## config.mk

```make
export PLATFORM = sky130hd
export DESIGN_NAME = timer_slot_table
export DESIGN_NICKNAME = d
export VERILOG_FILES = /design/src/hdl/tst_pkg.sv /design/src/hdl/tst_ram.sv /design/src/hdl/tst_front.sv /design/src/hdl/tst_back.sv /design/src/hdl/timer_slot_table.sv
export SDC_FILE = /design/constraint.sdc
export NUM_CORES = 2
export LEC_CHECK = 0
export ABC_AREA = 0
export BUFFER_PORTS_ARGS = -buffer_cell sky130_fd_sc_hd__buf_2
export CAP_MARGIN = 10
export CORE_UTILIZATION = 25
export DETAILED_ROUTE_END_ITERATION = 12
export PLACE_DENSITY_LB_ADDON = 0.3
export RECOVER_POWER = 50
export SETUP_SLACK_MARGIN = 0.05
export SLEW_MARGIN = 10
export SYNTH_ARGS = -nofsm -noshare
export SYNTH_HDL_FRONTEND = slang
export SYNTH_SLANG_ARGS = --single-unit
```

## constraint.sdc

```tcl
create_clock -name clk -period 8.56 [get_ports clk]
set_input_delay 0.428 -clock clk [delete_from_list [all_inputs] [get_ports clk]]
set_output_delay 0.428 -clock clk [all_outputs]
set_load 0.1 [all_outputs]
```

## src/hdl/tst_pkg.sv

```systemverilog
// shared types, codes and field layout of the timer slot table
// no dependencies; imported by every module of the block but tst_ram
`timescale 1ns / 1ps

package tst_pkg;

    // table size and derived widths
    localparam int SLOT_COUNT = 64;
    localparam int SLOT_AW    = (SLOT_COUNT > 1) ? $clog2(SLOT_COUNT) : 1;
    localparam int CNT_W      = $clog2(SLOT_COUNT + 1);

    // field widths
    localparam int REQ_W    = 2;
    localparam int SLOT_W   = 6;
    localparam int TAG_W    = 16;
    localparam int TIME_W   = 32;
    localparam int STATUS_W = 2;

    // input stream layout, first field lowest
    localparam int IN_SLOT_LSB  = 0;
    localparam int IN_TAG_LSB   = IN_SLOT_LSB + SLOT_W;
    localparam int IN_DELAY_LSB = IN_TAG_LSB + TAG_W;
    localparam int IN_NOW_LSB   = IN_DELAY_LSB + TIME_W;
    localparam int IN_USED_W    = IN_NOW_LSB + TIME_W;
    localparam int IN_DATA_W    = ((IN_USED_W + 7) / 8) * 8;

    // output stream layout
    localparam int OUT_SLOT_LSB = 0;
    localparam int OUT_REM_LSB  = OUT_SLOT_LSB + SLOT_W;
    localparam int OUT_USED_W   = OUT_REM_LSB + TIME_W;
    localparam int OUT_DATA_W   = ((OUT_USED_W + 7) / 8) * 8;
    localparam int OUT_PAD_W    = OUT_DATA_W - OUT_USED_W;
    localparam int OUT_USER_W   = STATUS_W + 1;

    // request codes
    localparam logic [REQ_W-1:0] REQ_REGISTER = 2'd0;
    localparam logic [REQ_W-1:0] REQ_RESET    = 2'd1;
    localparam logic [REQ_W-1:0] REQ_TICK     = 2'd2;
    localparam logic [REQ_W-1:0] REQ_REARM    = 2'd3;

    // status codes
    localparam logic [STATUS_W-1:0] ST_OK      = 2'd0;
    localparam logic [STATUS_W-1:0] ST_FULL    = 2'd1;
    localparam logic [STATUS_W-1:0] ST_INVALID = 2'd2;

    // request queue between front and back
    localparam int QUEUE_DEPTH = 2;
    localparam int QPTR_W      = (QUEUE_DEPTH > 1) ? $clog2(QUEUE_DEPTH) : 1;

    // one classified request as it waits in the queue
    typedef struct packed {
        logic [REQ_W-1:0]  req_type;
        logic [SLOT_W-1:0] slot_id;
        logic [TAG_W-1:0]  owner_tag;
        logic [TIME_W-1:0] delay;
        logic [TIME_W-1:0] now;
        logic              id_bad;
    } tst_req_t;

endpackage

```

## src/hdl/tst_ram.sv

```systemverilog
// generic single-write, single-read memory with registered read data
// no dependencies; used for the deadline and owner tag stores
`timescale 1ns / 1ps

module tst_ram #(
    parameter int WIDTH = 32,
    parameter int DEPTH = 64
) (
    input  logic                       clk,
    input  logic                       wr_en,
    input  logic [$clog2(DEPTH)-1:0]   wr_addr,
    input  logic [WIDTH-1:0]           wr_data,
    input  logic                       rd_en,
    input  logic [$clog2(DEPTH)-1:0]   rd_addr,
    output logic [WIDTH-1:0]           rd_data
);

    logic [WIDTH-1:0] mem [DEPTH];
    logic [WIDTH-1:0] rd_data_reg;

    // write port and registered read port
    always_ff @(posedge clk)
    begin
        if (wr_en)
        begin
            mem[wr_addr] <= wr_data;
        end
        if (rd_en)
        begin
            rd_data_reg <= mem[rd_addr];
        end
    end

    assign rd_data = rd_data_reg;

endmodule

```

## src/hdl/tst_front.sv

```systemverilog
// front end: takes requests from the input stream, classifies them, queues them
// depends on tst_pkg
`timescale 1ns / 1ps

module tst_front import tst_pkg::*; (
    input  logic                 clk,
    input  logic                 rst_n,
    input  logic                 s_tvalid,
    output logic                 s_tready,
    input  logic [IN_DATA_W-1:0] s_tdata,   // slot_id, owner_tag, delay, now, zero pad
    input  logic [REQ_W-1:0]     s_tuser,   // req_type
    output logic                 q_valid,
    output tst_req_t             q_data,
    input  logic                 q_pop
);

    tst_req_t            entry_reg [QUEUE_DEPTH];
    logic [QPTR_W-1:0]   wr_ptr_reg;
    logic [QPTR_W-1:0]   wr_ptr_next;
    logic [QPTR_W-1:0]   rd_ptr_reg;
    logic [QPTR_W-1:0]   rd_ptr_next;
    logic [QPTR_W:0]     count_reg;
    logic [QPTR_W:0]     count_next;
    logic                push;
    logic                pop;
    tst_req_t            in_req;

    // unpack and classify the incoming request
    always_comb
    begin
        in_req.req_type  = s_tuser;
        in_req.slot_id   = s_tdata[IN_SLOT_LSB +: SLOT_W];
        in_req.owner_tag = s_tdata[IN_TAG_LSB +: TAG_W];
        in_req.delay     = s_tdata[IN_DELAY_LSB +: TIME_W];
        in_req.now       = s_tdata[IN_NOW_LSB +: TIME_W];
        in_req.id_bad    = ({1'b0, in_req.slot_id} >= (SLOT_W + 1)'(SLOT_COUNT));
    end

    // queue handshake
    assign s_tready = (count_reg != (QPTR_W + 1)'(QUEUE_DEPTH));
    assign q_valid  = (count_reg != '0);
    assign q_data   = entry_reg[rd_ptr_reg];
    assign push     = s_tvalid && s_tready;
    assign pop      = q_pop && q_valid;

    // pointer and fill count update
    always_comb
    begin
        wr_ptr_next = push ? wr_ptr_reg + QPTR_W'(1) : wr_ptr_reg;
        rd_ptr_next = pop ? rd_ptr_reg + QPTR_W'(1) : rd_ptr_reg;
        count_next  = count_reg + (QPTR_W + 1)'(push) - (QPTR_W + 1)'(pop);
    end

    always_ff @(posedge clk or negedge rst_n)
    begin
        if (!rst_n)
        begin
            wr_ptr_reg <= '0;
            rd_ptr_reg <= '0;
            count_reg  <= '0;
        end
        else
        begin
            wr_ptr_reg <= wr_ptr_next;
            rd_ptr_reg <= rd_ptr_next;
            count_reg  <= count_next;
        end
    end

    // queue storage
    always_ff @(posedge clk)
    begin
        if (push)
        begin
            entry_reg[wr_ptr_reg] <= in_req;
        end
    end

endmodule

```

## src/hdl/tst_back.sv

```systemverilog
// back end: carries out queued requests on the slot bitmap and slot stores
// depends on tst_pkg and tst_ram
`timescale 1ns / 1ps

module tst_back import tst_pkg::*; (
    input  logic                  clk,
    input  logic                  rst_n,
    input  logic                  q_valid,
    input  tst_req_t              q_data,
    output logic                  q_pop,
    output logic                  m_tvalid,
    input  logic                  m_tready,
    output logic [OUT_DATA_W-1:0] m_tdata,  // result_slot, remaining, zero pad
    output logic [OUT_USER_W-1:0] m_tuser,  // status, fired
    output logic                  m_tlast
);

    localparam logic [2:0] S_IDLE   = 3'd0;
    localparam logic [2:0] S_ALLOC  = 3'd1;
    localparam logic [2:0] S_LOOKUP = 3'd2;
    localparam logic [2:0] S_SCAN   = 3'd3;
    localparam logic [2:0] S_CHECK  = 3'd4;
    localparam logic [2:0] S_DONE   = 3'd5;

    logic [2:0]            state_reg;
    logic [2:0]            state_next;
    tst_req_t              op_reg;
    tst_req_t              op_next;
    logic [CNT_W-1:0]      idx_reg;
    logic [CNT_W-1:0]      idx_next;
    logic [SLOT_COUNT-1:0] active_reg;
    logic [SLOT_COUNT-1:0] active_next;
    logic                  pend_valid_reg;
    logic                  pend_valid_next;
    logic [SLOT_AW-1:0]    pend_slot_reg;
    logic [SLOT_AW-1:0]    pend_slot_next;

    logic [STATUS_W-1:0]   res_status_reg;
    logic [STATUS_W-1:0]   res_status_next;
    logic [SLOT_W-1:0]     res_slot_reg;
    logic [SLOT_W-1:0]     res_slot_next;
    logic [TIME_W-1:0]     res_remaining_reg;
    logic [TIME_W-1:0]     res_remaining_next;
    logic                  res_fired_reg;
    logic                  res_fired_next;

    logic                  out_valid_reg;
    logic                  out_valid_next;
    logic [STATUS_W-1:0]   out_status_reg;
    logic [STATUS_W-1:0]   out_status_next;
    logic [SLOT_W-1:0]     out_slot_reg;
    logic [SLOT_W-1:0]     out_slot_next;
    logic [TIME_W-1:0]     out_remaining_reg;
    logic [TIME_W-1:0]     out_remaining_next;
    logic                  out_fired_reg;
    logic                  out_fired_next;
    logic                  out_last_reg;
    logic                  out_last_next;

    logic                  out_free;
    logic                  out_load;
    logic [STATUS_W-1:0]   ld_status;
    logic [SLOT_W-1:0]     ld_slot;
    logic [TIME_W-1:0]     ld_remaining;
    logic                  ld_fired;
    logic                  ld_last;

    logic [SLOT_AW-1:0]    idx_slot;
    logic [SLOT_AW-1:0]    op_slot;
    logic [SLOT_AW-1:0]    q_slot;
    logic                  idx_end;

    logic                  dl_we;
    logic                  tag_we;
    logic [SLOT_AW-1:0]    mem_waddr;
    logic [TIME_W-1:0]     dl_wdata;
    logic                  mem_re;
    logic [SLOT_AW-1:0]    mem_raddr;
    logic [TIME_W-1:0]     dl_rdata;
    logic [TAG_W-1:0]      tag_rdata;

    logic [TIME_W-1:0]     sum_now_delay;
    logic [TIME_W-1:0]     sum_rearm;
    logic [TIME_W-1:0]     time_left;
    logic                  dl_after_now;

    // deadline and owner tag stores
    tst_ram #(
        .WIDTH (TIME_W),
        .DEPTH (SLOT_COUNT)
    ) u_deadline_ram (
        .clk     (clk),
        .wr_en   (dl_we),
        .wr_addr (mem_waddr),
        .wr_data (dl_wdata),
        .rd_en   (mem_re),
        .rd_addr (mem_raddr),
        .rd_data (dl_rdata)
    );

    tst_ram #(
        .WIDTH (TAG_W),
        .DEPTH (SLOT_COUNT)
    ) u_tag_ram (
        .clk     (clk),
        .wr_en   (tag_we),
        .wr_addr (mem_waddr),
        .wr_data (op_reg.owner_tag),
        .rd_en   (mem_re),
        .rd_addr (mem_raddr),
        .rd_data (tag_rdata)
    );

    // slot indices and time arithmetic
    assign idx_slot      = idx_reg[SLOT_AW-1:0];
    assign op_slot       = op_reg.slot_id[SLOT_AW-1:0];
    assign q_slot        = q_data.slot_id[SLOT_AW-1:0];
    assign idx_end       = (idx_reg == CNT_W'(SLOT_COUNT));
    assign sum_now_delay = op_reg.now + op_reg.delay;
    assign sum_rearm     = dl_rdata + op_reg.delay;
    assign time_left     = dl_rdata - op_reg.now;
    assign dl_after_now  = (dl_rdata > op_reg.now);
    assign out_free      = !out_valid_reg || m_tready;

    // request sequencer
    always_comb
    begin
        state_next         = state_reg;
        op_next            = op_reg;
        idx_next           = idx_reg;
        active_next        = active_reg;
        pend_valid_next    = pend_valid_reg;
        pend_slot_next     = pend_slot_reg;
        res_status_next    = res_status_reg;
        res_slot_next      = res_slot_reg;
        res_remaining_next = res_remaining_reg;
        res_fired_next     = res_fired_reg;
        q_pop              = 1'b0;
        dl_we              = 1'b0;
        tag_we             = 1'b0;
        mem_waddr          = op_slot;
        dl_wdata           = sum_now_delay;
        mem_re             = 1'b0;
        mem_raddr          = idx_slot;
        out_load           = 1'b0;
        ld_status          = ST_OK;
        ld_slot            = SLOT_W'(pend_slot_reg);
        ld_remaining       = '0;
        ld_fired           = 1'b1;
        ld_last            = 1'b0;

        case (state_reg)
            S_IDLE:
            begin
                if (q_valid)
                begin
                    q_pop              = 1'b1;
                    op_next            = q_data;
                    idx_next           = '0;
                    pend_valid_next    = 1'b0;
                    res_slot_next      = q_data.slot_id;
                    res_remaining_next = '0;
                    res_fired_next     = 1'b0;
                    case (q_data.req_type)
                        REQ_REGISTER:
                        begin
                            state_next = S_ALLOC;
                        end
                        REQ_TICK:
                        begin
                            state_next = S_SCAN;
                        end
                        default:
                        begin
                            if (q_data.id_bad || !active_reg[q_slot])
                            begin
                                res_status_next = ST_INVALID;
                                state_next      = S_DONE;
                            end
                            else
                            begin
                                mem_re     = 1'b1;
                                mem_raddr  = q_slot;
                                state_next = S_LOOKUP;
                            end
                        end
                    endcase
                end
            end

            // walk the bitmap for the lowest free slot
            S_ALLOC:
            begin
                if (idx_end)
                begin
                    res_status_next = ST_FULL;
                    res_slot_next   = '0;
                    state_next      = S_DONE;
                end
                else if (!active_reg[idx_slot])
                begin
                    active_next[idx_slot] = 1'b1;
                    dl_we                 = 1'b1;
                    tag_we                = 1'b1;
                    mem_waddr             = idx_slot;
                    res_status_next       = ST_OK;
                    res_slot_next         = SLOT_W'(idx_slot);
                    state_next            = S_DONE;
                end
                else
                begin
                    idx_next = idx_reg + CNT_W'(1);
                end
            end

            // stored entry is on the read port: reset or rearm
            S_LOOKUP:
            begin
                state_next      = S_DONE;
                res_status_next = ST_OK;
                if (op_reg.req_type == REQ_RESET)
                begin
                    if (tag_rdata != op_reg.owner_tag)
                    begin
                        res_status_next = ST_INVALID;
                    end
                    else
                    begin
                        res_remaining_next = dl_after_now ? time_left : '0;
                        dl_we              = 1'b1;
                        if (op_reg.delay == '0)
                        begin
                            active_next[op_slot] = 1'b0;
                        end
                    end
                end
                else
                begin
                    if (op_reg.delay == '0)
                    begin
                        active_next[op_slot] = 1'b0;
                    end
                    else
                    begin
                        dl_we    = 1'b1;
                        dl_wdata = sum_rearm;
                    end
                end
            end

            // tick: skip idle slots, fetch deadlines of active ones
            S_SCAN:
            begin
                if (idx_end)
                begin
                    res_status_next    = ST_OK;
                    res_slot_next      = pend_valid_reg ? SLOT_W'(pend_slot_reg) : '0;
                    res_remaining_next = '0;
                    res_fired_next     = pend_valid_reg;
                    state_next         = S_DONE;
                end
                else if (active_reg[idx_slot])
                begin
                    mem_re     = 1'b1;
                    state_next = S_CHECK;
                end
                else
                begin
                    idx_next = idx_reg + CNT_W'(1);
                end
            end

            // expired slot: send the one held back, if any, and hold this one
            S_CHECK:
            begin
                if (!dl_after_now)
                begin
                    if (!pend_valid_reg)
                    begin
                        pend_valid_next = 1'b1;
                        pend_slot_next  = idx_slot;
                        idx_next        = idx_reg + CNT_W'(1);
                        state_next      = S_SCAN;
                    end
                    else if (out_free)
                    begin
                        out_load       = 1'b1;
                        pend_slot_next = idx_slot;
                        idx_next       = idx_reg + CNT_W'(1);
                        state_next     = S_SCAN;
                    end
                end
                else
                begin
                    idx_next   = idx_reg + CNT_W'(1);
                    state_next = S_SCAN;
                end
            end

            // final result of the request
            S_DONE:
            begin
                if (out_free)
                begin
                    out_load     = 1'b1;
                    ld_status    = res_status_reg;
                    ld_slot      = res_slot_reg;
                    ld_remaining = res_remaining_reg;
                    ld_fired     = res_fired_reg;
                    ld_last      = 1'b1;
                    state_next   = S_IDLE;
                end
            end

            default:
            begin
                state_next = S_IDLE;
            end
        endcase
    end

    // output register
    always_comb
    begin
        out_valid_next     = out_valid_reg;
        out_status_next    = out_status_reg;
        out_slot_next      = out_slot_reg;
        out_remaining_next = out_remaining_reg;
        out_fired_next     = out_fired_reg;
        out_last_next      = out_last_reg;
        if (out_load)
        begin
            out_valid_next     = 1'b1;
            out_status_next    = ld_status;
            out_slot_next      = ld_slot;
            out_remaining_next = ld_remaining;
            out_fired_next     = ld_fired;
            out_last_next      = ld_last;
        end
        else if (m_tready)
        begin
            out_valid_next = 1'b0;
        end
    end

    // control state
    always_ff @(posedge clk or negedge rst_n)
    begin
        if (!rst_n)
        begin
            state_reg      <= S_IDLE;
            idx_reg        <= '0;
            active_reg     <= '0;
            pend_valid_reg <= 1'b0;
            out_valid_reg  <= 1'b0;
        end
        else
        begin
            state_reg      <= state_next;
            idx_reg        <= idx_next;
            active_reg     <= active_next;
            pend_valid_reg <= pend_valid_next;
            out_valid_reg  <= out_valid_next;
        end
    end

    // payload registers
    always_ff @(posedge clk)
    begin
        op_reg            <= op_next;
        pend_slot_reg     <= pend_slot_next;
        res_status_reg    <= res_status_next;
        res_slot_reg      <= res_slot_next;
        res_remaining_reg <= res_remaining_next;
        res_fired_reg     <= res_fired_next;
        out_status_reg    <= out_status_next;
        out_slot_reg      <= out_slot_next;
        out_remaining_reg <= out_remaining_next;
        out_fired_reg     <= out_fired_next;
        out_last_reg      <= out_last_next;
    end

    // result stream packing
    assign m_tvalid = out_valid_reg;
    assign m_tdata  = {{OUT_PAD_W{1'b0}}, out_remaining_reg, out_slot_reg};
    assign m_tuser  = {out_fired_reg, out_status_reg};
    assign m_tlast  = out_last_reg;

endmodule

```

## src/hdl/timer_slot_table.sv

```systemverilog
// Timer slot table, 64 one-shot or periodic slots with owner tags. Requests
// enter a two-entry queue, so up to two are taken while an earlier one is
// still being carried out; results leave through an output register. Each
// request is worked on alone: register walks the active bitmap one slot a
// cycle up to the lowest free slot, or to the end when the table is full;
// reset and rearm read the deadline and tag stores once, then write; a tick
// walks every slot in ascending order and fetches the deadline of each active
// slot through the single read port of the deadline store. A tick returns one
// result per expired slot in ascending order, the last with tlast set, or a
// single result with fired clear when nothing has expired. Stalls on the
// result side hold up the request being worked on. Times compare unsigned,
// without wrap.
// depends on tst_pkg, tst_front, tst_back
`timescale 1ns / 1ps

module timer_slot_table import tst_pkg::*; (
    input  logic                  clk,
    input  logic                  rst_n,
    input  logic                  s_tvalid,
    output logic                  s_tready,
    input  logic [IN_DATA_W-1:0]  s_tdata,   // slot_id, owner_tag, delay, now, zero pad
    input  logic [REQ_W-1:0]      s_tuser,   // req_type
    output logic                  m_tvalid,
    input  logic                  m_tready,
    output logic [OUT_DATA_W-1:0] m_tdata,   // result_slot, remaining, zero pad
    output logic [OUT_USER_W-1:0] m_tuser,   // status, fired
    output logic                  m_tlast
);

    logic     q_valid;
    tst_req_t q_data;
    logic     q_pop;

    // request intake and queue
    tst_front u_front (
        .clk      (clk),
        .rst_n    (rst_n),
        .s_tvalid (s_tvalid),
        .s_tready (s_tready),
        .s_tdata  (s_tdata),
        .s_tuser  (s_tuser),
        .q_valid  (q_valid),
        .q_data   (q_data),
        .q_pop    (q_pop)
    );

    // request execution and results
    tst_back u_back (
        .clk      (clk),
        .rst_n    (rst_n),
        .q_valid  (q_valid),
        .q_data   (q_data),
        .q_pop    (q_pop),
        .m_tvalid (m_tvalid),
        .m_tready (m_tready),
        .m_tdata  (m_tdata),
        .m_tuser  (m_tuser),
        .m_tlast  (m_tlast)
    );

endmodule

```

==> out/qor.txt <==
status - finished with violations
violated checks - capacitance limit, slew limit
final core occ - 29.4%
Worst path max stage delay - 1.03 ns
DRT iter0 DRCs - 9714
sequential area share after synthesis - 73.4%
core area - 577000 um^2
commonest non-fill, non-tap cell in the layout - edfxtp_1
Worst-Skew Late Latency - 0.94 ns
Total GRT Usage - 15.9%
PortBufs - 135
async set or reset register ratio after synthesis - 2.25%
die footprint - 582000 um^2
slowest cell on the critical path - mux2i_1
Crit. End Element - flop
fin nets - 10143
final worst slack - 0.958 ns
fin crit share - 88.8%
WP data required - 9.32 ns
final setup fails - 0
r2r setup slk - 0.96 ns
fin crit period - 7.60 ns
root buf cell - clkbuf_16
clk_skew - 0.0685 ns
DP Worst Slack - 1.77 ns
predominant post-synthesis flop cell - edfxtp_1
post-synthesis cell area - 145000 um^2
area delta synth->final - 17.0%
Yosys reg bits - 3553
worst hold path type - input pin to flop
DRT antenna net count - 0
Die Width - 763 um
layout cells sized above 1 - 12.6%
cells after synthesis - 9575
Ys Warns - 0
Total Wirelength - 483000 um
first-pass GRT wire length - 674000 um
critical path type - flop to flop
drt via density - 4.97
clock sink count - 3553
number of synthesized flops with an enable pin - 3473
Max Fclk - 132 MHz
CP cell instances - mux2i_1 > buf_4 > o21ai_0 > a31oi_1 > nand4_1 > a41oi_1 > nand3_4 > nand2_8 > buf_4 > mux2i_1 > a221oi_1 > a22oi_1 > nand4_1
r2r endpoint - u_back.u_tag_ram.rd_data[1]
Fill cells - 57486
CTS buffer count - 363
CP startpoint kind - flop
global route total overflow - 0
GP Congestion - 0.854
H-tree depth - 5
unrepaired setup endpoints after global routing - false
Initial Util - 25.1%
Slew @ Worst Pin - 3.79 ns
Static Leak - 56.5 nW
max reg flops - 2048
via count - 89390
Clock transition at path regs - 0.06 ns
DRC Markers - 0
hold path depth - 2
Post-DP HPWL - 282000 um
CTS Buffer Depth - 4
Hold Path Origin - s_tdata[26]
Critical Path AT - 8.36 ns
pwr dens - 356 nW/um^2
Unique masters post-synth - 82
Die Span Y - 763 um
Worst R2R Start - u_front.rd_ptr_reg
Slew Limit Fails - 3136
num ports - 140
crit-path max FO - 55
Rows - 279
Fin. Hold Viols - 0
worst reg2reg path depth - 13
max cap viols - 55
Slew headroom - -153%
DRT Pass-1 Iters - 7
WHS Endpoint - u_front.entry_reg[0][36]
WL/cell - 26.9 um
most frequent cells in the layout - edfxtp_1, nand2_1, mux2i_1
Mean Syn Cell Area - 15.1 um^2
largest net degree at the start of global routing - 125
Setup TNS Final - 0 ns
antenna violations before repair - 27
VDD IR max - 0.440 mV
post-cts sizing count - 0
CTS tree - done
vias in the first global route - 85193
through the flow:
stage	hold slack (ns)	total power [W]	cell area [um^2]	instances
global placement	0.480	0.0446	157000	17219
finish	0.230	0.0602	169000	17969
floorplan	0.132	0.0364	145000	9576
global route	0.192	0.0624	169000	17961
CTS	0.0445	0.0604	170000	17957
detailed placement	0.482	0.0447	157000	17219
cells by family (layout without fill, tap and decap cells):
kind of cell / Yosys count / count (layout) / synth area share, %
flip-flops: 3553 / 3553 / 73.4
AND/OR/NAND/NOR: 2451 / 2451 / 8.15
AO/OA/AOI/OAI: 1947 / 1947 / 9.73
buffers and inverters: 738 / 1392 / 2.28
multiplexers: 684 / 684 / 4.93
adder cells (fa/ha/maj): 101 / 101 / 0.888
XOR/XNOR: 100 / 100 / 0.605
other: 1 / 14 / 0.00259
worst max-delay path, delay by kind of cell, from the launching register on:
family,cells,cell delay [ns]
muxes,2,1.18
AOI/OAI and AO/OA,5,2.37
buffers and inverters,2,1.03
and+or+nand+nor,4,1.92
DFF,1,0.84
cell usage after synthesis (26+ instances only):
library cell  number  area share, %
mux2i_1          522            3.6
clkbuf_1         355           0.92
buf_4             66           0.34
dfrtp_1           80            1.4
inv_1             74           0.19
a211oi_1         455            2.4
a21oi_1          105           0.36
ha_1              98           0.85
a21o_1            35           0.18
mux2_2           153            1.2
buf_1             37          0.096
a32oi_1           39           0.24
o21ai_0          385            1.3
xor2_1            50           0.30
a22oi_1           71           0.37
buf_2            198           0.68
nand2b_1          26           0.11
nor2b_1           31           0.13
nand2_1          950            2.5
nand3_1          356            1.2
a31oi_1          229           0.99
o22ai_1           46           0.20
a221oi_1         145           0.88
a31o_2            81           0.49
a2111o_1         110           0.86
nor2_1           329           0.85
xnor2_1           50           0.30
nor3_1            31           0.11
nand4_1          110           0.48
and2_1            43           0.19
and3_1           471            2.0
edfxtp_1        3473             72
a221o_1           36           0.25
power by group:
group          switching, W  internal [W]
sequential         0.000591        0.0244
clock               0.00683       0.00891
combinational        0.0145       0.00497
how the worst max path moves through the flow:
stage,startpoint,to
after floorplan,u_back.op_reg[37],u_back.u_deadline_ram.mem[0][29]
after global placement,u_front.rd_ptr_reg,u_back.u_tag_ram.rd_data[10]
after detailed placement,u_front.rd_ptr_reg,u_back.u_deadline_ram.rd_data[29]
after CTS,u_front.rd_ptr_reg,u_back.u_tag_ram.rd_data[10]
after global routing,u_front.rd_ptr_reg,u_back.u_tag_ram.rd_data[7]
final,u_front.rd_ptr_reg,u_back.u_tag_ram.rd_data[1]
area by class of cell:
type                            count  area (um^2)  share of cell area [%]
Clock buffer                      460         9620                    5.68
Sequential cell                  3553       106000                    62.8
Clock inverter                    187         1820                    1.08
Multi-Input combinational cell   5285        36300                    21.5
Tap cell                         7727         9670                    5.71
Timing Repair Buffer              667         5290                    3.13
Inverter                           78          295                   0.174
Antenna cell                       12         30.0                  0.0177
repair_timing:
action,4_1_cts,5_1_grt
hold buffers,91,0
hold endpoints to repair,219,0
buffers inserted,0,0
per-layer routing:
metal  global-route usage (%)  up-vias  wire (um)
met1                     22.6    46830     213000
met2                     25.6     3313     224000
met4                     4.38        2      14800
met5                        0        -         13
li1                         -    38581          -
met3                     1.94      664      31100
No activity file was read; power rests on OpenSTA's default activity.
